`src/rtl/tc_pkg.sv`:
```
// ----------------------------------------------------------------------------
// tc_pkg: shared definitions for the triangle counter
// Field widths, reset values, request codes, sequencer states and the
// control group passed from the sequencer to the adjacency matrix.
// ----------------------------------------------------------------------------
package tc_pkg;

	// Field widths fixed by the request and result formats
	localparam int NODE_W  = 6;
	localparam int NCFG_W  = 7;
	localparam int COUNT_W = 16;

	// Defaults and limits
	localparam int MAX_NODES_DEF = 64;
	localparam int ROW_LIMIT     = 64;   // endpoints are six bits wide
	localparam logic [NCFG_W-1:0]  NODE_COUNT_RST = 7'd64;
	localparam logic [COUNT_W-1:0] COUNT_MAX      = 16'hFFFF;

	// Request codes
	typedef enum logic {
		OP_EDGE  = 1'b0,
		OP_COUNT = 1'b1
	} op_t;

	// Count sequencer states
	typedef enum logic [1:0] {
		ST_IDLE,
		ST_SCAN,
		ST_DRAIN,
		ST_DONE
	} tc_state_t;

	// Sequencer to matrix control
	typedef struct packed {
		logic rd_en;   // read a row pair for the scan
		logic clear;   // drop the whole graph
	} tc_ctl_t;

endpackage

```
`src/rtl/tc_seq.sv`:
```
// ----------------------------------------------------------------------------
// tc_seq: count sequencer
// Walks every row pair i<j, reads both rows, and when bit (i,j) is set adds
// the popcount of their common neighbours below the node count.
// ----------------------------------------------------------------------------
module tc_seq #(
	parameter int W  = 64,
	parameter int IW = 6,
	parameter int CW = 7
) (
	input  logic                       clk,
	input  logic                       arst_n,
	input  logic                       count_req,
	input  logic [CW-1:0]              n_eff,
	input  logic [W-1:0]               row_i_data,
	input  logic [W-1:0]               row_j_data,
	output tc_pkg::tc_ctl_t            ctl,
	output logic [IW-1:0]              rd_i,
	output logic [IW-1:0]              rd_j,
	output logic                       busy,
	output logic                       done,
	output logic [tc_pkg::COUNT_W-1:0] total
);

	localparam int G = (W + 7) / 8;

	tc_pkg::tc_state_t state_q, state_d;

	logic [IW-1:0] i_q, j_q, j_s1;
	logic [CW-1:0] n_q;
	logic          v_s1, v_s2, v_s3;
	logic [3:0]    grp_s2 [G];
	logic [6:0]    sum_s3;
	logic [tc_pkg::COUNT_W-1:0] acc_q;
	logic          last_j, last_i;
	logic [W-1:0]  mask, common;
	logic [G*8-1:0] common_pad;
	logic [3:0]    grp_d [G];
	logic [6:0]    sum_d;
	logic [tc_pkg::COUNT_W:0] acc_sum;

	assign last_j = (CW'(j_q) == n_q - CW'(1));
	assign last_i = (CW'(i_q) == n_q - CW'(2));

	// Next state
	always_comb begin
		state_d = state_q;
		unique case (state_q)
			tc_pkg::ST_IDLE: begin
				if (count_req) begin
					state_d = (n_eff >= CW'(3)) ? tc_pkg::ST_SCAN : tc_pkg::ST_DRAIN;
				end
			end
			tc_pkg::ST_SCAN: begin
				if (last_j && last_i) begin
					state_d = tc_pkg::ST_DRAIN;
				end
			end
			tc_pkg::ST_DRAIN: begin
				if (!v_s1 && !v_s2 && !v_s3) begin
					state_d = tc_pkg::ST_DONE;
				end
			end
			tc_pkg::ST_DONE: state_d = tc_pkg::ST_IDLE;
			default:         state_d = tc_pkg::ST_IDLE;
		endcase
	end

	// Outputs
	always_comb begin
		ctl.rd_en = (state_q == tc_pkg::ST_SCAN);
		ctl.clear = (state_q == tc_pkg::ST_DONE);
		busy      = (state_q != tc_pkg::ST_IDLE);
		done      = (state_q == tc_pkg::ST_DONE);
	end

	assign rd_i  = i_q;
	assign rd_j  = j_q;
	assign total = acc_q;

	// Mask common neighbours to nodes below the count, popcount per byte
	always_comb begin
		for (int k = 0; k < W; k++) begin
			mask[k] = (CW'(k) < n_q);
		end
		common     = row_i_data & row_j_data & mask;
		common_pad = '0;
		common_pad[W-1:0] = common;
		for (int g = 0; g < G; g++) begin
			grp_d[g] = '0;
			for (int b = 0; b < 8; b++) begin
				grp_d[g] = grp_d[g] + 4'(common_pad[g*8+b]);
			end
		end
	end

	// Add the byte counts
	always_comb begin
		sum_d = '0;
		for (int g = 0; g < G; g++) begin
			sum_d = sum_d + 7'(grp_s2[g]);
		end
	end

	assign acc_sum = {1'b0, acc_q} + (tc_pkg::COUNT_W + 1)'(sum_s3);

	// Pipeline payload
	always_ff @(posedge clk) begin
		j_s1   <= j_q;
		grp_s2 <= grp_d;
		sum_s3 <= sum_d;
	end

	// Sequencer state, pair indices and the saturating accumulator
	always_ff @(posedge clk or negedge arst_n) begin
		if (!arst_n) begin
			state_q <= tc_pkg::ST_IDLE;
			i_q     <= '0;
			j_q     <= '0;
			n_q     <= '0;
			v_s1    <= 1'b0;
			v_s2    <= 1'b0;
			v_s3    <= 1'b0;
			acc_q   <= '0;
		end else begin
			state_q <= state_d;
			v_s1    <= ctl.rd_en;
			v_s2    <= v_s1 && row_i_data[j_s1];
			v_s3    <= v_s2;
			if (state_q == tc_pkg::ST_IDLE && count_req) begin
				i_q   <= '0;
				j_q   <= IW'(1);
				n_q   <= n_eff;
				acc_q <= '0;
			end else if (state_q == tc_pkg::ST_SCAN) begin
				if (last_j) begin
					i_q <= i_q + IW'(1);
					j_q <= i_q + IW'(2);
				end else begin
					j_q <= j_q + IW'(1);
				end
			end
			if (v_s3) begin
				acc_q <= acc_sum[tc_pkg::COUNT_W] ? tc_pkg::COUNT_MAX
					: acc_sum[tc_pkg::COUNT_W-1:0];
			end
		end
	end

endmodule

```
`config.mk`:
```
export PLATFORM = sky130hd
export DESIGN_NAME = tc_seq
export DESIGN_NICKNAME = d
export VERILOG_FILES = /design/src/rtl/tc_pkg.sv /design/src/rtl/tc_seq.sv
export SDC_FILE = /design/constraint.sdc
export NUM_CORES = 1
export LEC_CHECK = 0
export BUFFER_PORTS_ARGS = -buffer_cell sky130_fd_sc_hd__buf_2
export CAP_MARGIN = 10
export CORE_MARGIN = 4
export CORE_UTILIZATION = 48
export DETAILED_ROUTE_END_ITERATION = 8
export GPL_TIMING_DRIVEN = 0
export MAX_ROUTING_LAYER = met4
export PLACE_DENSITY_LB_ADDON = 0.2
export SYNTH_ARGS = -nofsm -noshare
export SYNTH_HDL_FRONTEND = slang
export SYNTH_SLANG_ARGS = --single-unit
```
`constraint.sdc`:
```
create_clock -name clk -period 4.14 [get_ports clk]
set_clock_uncertainty 0.15 [all_clocks]
set_input_delay 0.621 -clock clk [delete_from_list [all_inputs] [get_ports clk]]
set_output_delay 0.621 -clock clk [all_outputs]
set_load 0.01 [all_outputs]
```
==> reports/results.txt <==
I/O pin count - 170
Rows - 44
Placed insts - 1122
Power share of the sequential group - 0.199
CP max FO - 6
Initial core utilization - 0.487
Root buffer cell - clkbuf_16
Tmin final - 4.08 ns
Largest cells by area after synthesis - fa_1 (16%), dfrtp_1 (14%), dfxtp_1 (13%)
Routed vias/inst - 5.59
Number of max-cap violations - 0
Clock Path Buffers - 2
Die X - 129 um
Worst R2R End - grp_s2[22]
CP Cell Sequence - buf_4 > buf_4 > ha_1 > inv_1 > nor2_1 > o21ai_0 > nand2_1 > nand3_1 > fa_1 > inv_1 > fa_1 > ha_1 > inv_1 > fa_1 > xnor2_1
Placer Congestion - 0.948
Synth Instances - 769
Total CTS buffers - 9
Synth Cell Area - 7060 um2
Worst-case reg-to-reg path depth - 15
Layout area overhead - 26.2%
Worst VDD drop - 371 uV
Layout cells sized above 1 - 0.290
Final Instance Area - 8910 um2
DRT Wirelength - 21.2 mm
Core area - 14500 um2
Synth area leader - fa_1
Most used flip-flop cell after synthesis - dfxtp_1
Slew Limit Fails - 0
Setup-failing EPs final - 0
DRC violations left - 0
First-pass GRT wire length - 32.6 mm
Total GRT Usage - 0.264
Worst Path Required - 4.23 ns
Via count - 6485
Clk pin slew, worst setup/hold paths - 0.07 ns
Post-route ant nets - 0
Synth cell types - 56
Worst slew pin tran - 0.929 ns
DRT Pass-1 Iters - 5
CP Capture Type - flop
Fmax - 245 MHz
Sequential-to-total area share from yosys stat - 0.270
Critical path arrival - 4.17 ns
Worst Hold Class - in2async
P_int - 0.00363 W
Die height - 129 um
Initial antenna violation count - 0
List of most frequent post-synthesis cells - inv_1 (100), a21oi_1 (61), nand2_1 (61)
Drt wl/cell - 18.3 um
Clk sinks - 85
Critical setup path kind - reg2reg
Die ar. - 16700 um2
Register area - 1900 um2
Ys async rst share - 0.471
Antenna Cells - 0
CTS H-tree lvls - 3
Yosys warns - 0
Slowest CP cell - fa_1
Clk Latency, worst-skew pair - 0.35 ns
Final worst slack - 0.0613 ns
Non-filler instance count after layout - 1161
Synthesized net count - 1016
Tcrit/Tclk final - 0.985
FILL cells - 1317
Overflow after GRT - 0
Buffers on Ports - 169
CTS tree - done
Final Hold Fails - 0
Clock power share - 0.128
Syn Area/Cell - 9.17 um2
Largest net degree at the start of global routing - 41
Post-DP HPWL - 16.7 mm
Area of the multi-input gates - 4790 um2
Most frequent cell after synthesis - inv_1
Nature of the critical path startpoint - flop
Post-placement setup slack - -0.617 ns
GRT met1 Usage - 0.354
Switch share - 0.468
Global routing's busiest layer - met2
Outcome - finished clean
Slowest stage delay, CP - 0.55 ns
Switching pwr - 0.00319 W
Power Dens Cells - 766 nW/um2
Final #Nets - 1219
Cell Area, Placed - 8150 um2
Logic pwr share - 0.673
Post-synth EDFFs - 0
Slew headroom - 0.381
Reg2Reg Setup Slack - 0.06 ns
GR Layer Usage met2 - 0.404
DR iter-0 viols - 554
Leakage power of the design - 4.35 nW
Vias in the first global route - 6265
Worst r2r src - n_q[2]
Yosys reg bits - 85
Share of the synthesized area in the top cell type - 0.159
RSZ-0062 raised after global routing - yes
Met3 Usage GRT - 0.0532
timing repair:
| item | CTS | global route |
|---|---|---|
| buffers inserted | 8 | 18 |
| cloned | 0 | 0 |
| hold buffers | 0 | 0 |
| setup endpoints to repair | 23 | 16 |
| hold endpoints to repair | 0 | 0 |
| pin swaps | 4 | 24 |
| resized for setup | 46 | 31 |
area by class of cell:
class	instances	area share
timing repair buffer	195	0.117
buffer	29	0.0235
sequential	85	0.214
clock buffer	12	0.0301
multi-input combinational	551	0.538
inverter	101	0.0454
clock inverter	4	0.00618
tap	184	0.0258
worst max-delay path: cells and delay by family (launching register included):
kind	cells	cell delay, ns
flip-flops	1	0.38
AND/OR/NAND/NOR	3	0.56
adder cells (fa/ha/maj)	5	1.99
AO/OA/AOI/OAI	1	0.14
XOR/XNOR	1	0.14
buffers and inverters	5	0.61
cells in the final DEF, fill, tap and decap left out, types with 26 or more instances in the layout:
| master | count |
|---|---|
| ha_1 | 47 |
| inv_1 | 95 |
| buf_4 | 26 |
| nand3_1 | 35 |
| buf_2 | 170 |
| dfrtp_1 | 38 |
| a21oi_1 | 56 |
| o21ai_0 | 36 |
| fa_1 | 53 |
| nor2_1 | 40 |
| dfxtp_1 | 45 |
| nand2_1 | 59 |
routing by layer:
metal  vias up  routed length, um
met5         -                  0
li1       3037                  -
met1      3103               8950
met2       282               9880
met4         0                609
met3        63               1800
power groups by stage:
stage	sequential (W)	clock (W)	combinational, W
after floorplan	0.00132	0	0.00290
after global placement	0.00136	0	0.00400
after detailed placement	0.00136	0	0.00410
after CTS	0.00136	0.000884	0.00436
after global routing	0.00139	0.000924	0.00516
final	0.00136	0.000871	0.00459
kinds of logic after synthesis:
logic type / synth area share
buffers and inverters: 0.0718
adders and majority gates: 0.253
DFF: 0.270
xor gates and xnor gates: 0.0447
muxes: 0.0692
AOI/OAI and AO/OA: 0.137
and+or+nand+nor: 0.155
registers in the layout (all words and copies together) (netlist names):
signal and flops:
state_q 2, total 16, sum_s3 7, j_s1 6, rd_j 6, v_s3 1
v_s1 1, grp_s2 32, rd_i 6, n_q 7, v_s2 1
metrics by stage:
step	utilization	setup TNS [ns]	total power (W)	hold WS, ns
2_1_floorplan	-	0	0.00421	0.175
3_3_place_gp	0.563	-6.53	0.00536	0.211
3_5_place_dp	0.563	-6.89	0.00546	0.213
4_1_cts	0.600	-0.0147	0.00660	0.229
5_1_grt	0.615	-0.0400	0.00748	0.237
6_report	0.615	0	0.00682	0.227
worst max path at each step:
stage                      end  slack (ns)  depth (start not counted)   start
floorplan           grp_s2[18]       0.008                         16  n_q[2]
global placement    grp_s2[18]       -0.55                         16  n_q[2]
detailed placement  grp_s2[25]       -0.62                         15  n_q[5]
CTS                 grp_s2[25]       -0.01                         14  n_q[5]
global route        grp_s2[22]       -0.02                         16  n_q[2]
finish              grp_s2[22]        0.06                         15  n_q[2]
(Power assumes the default switching activity.)
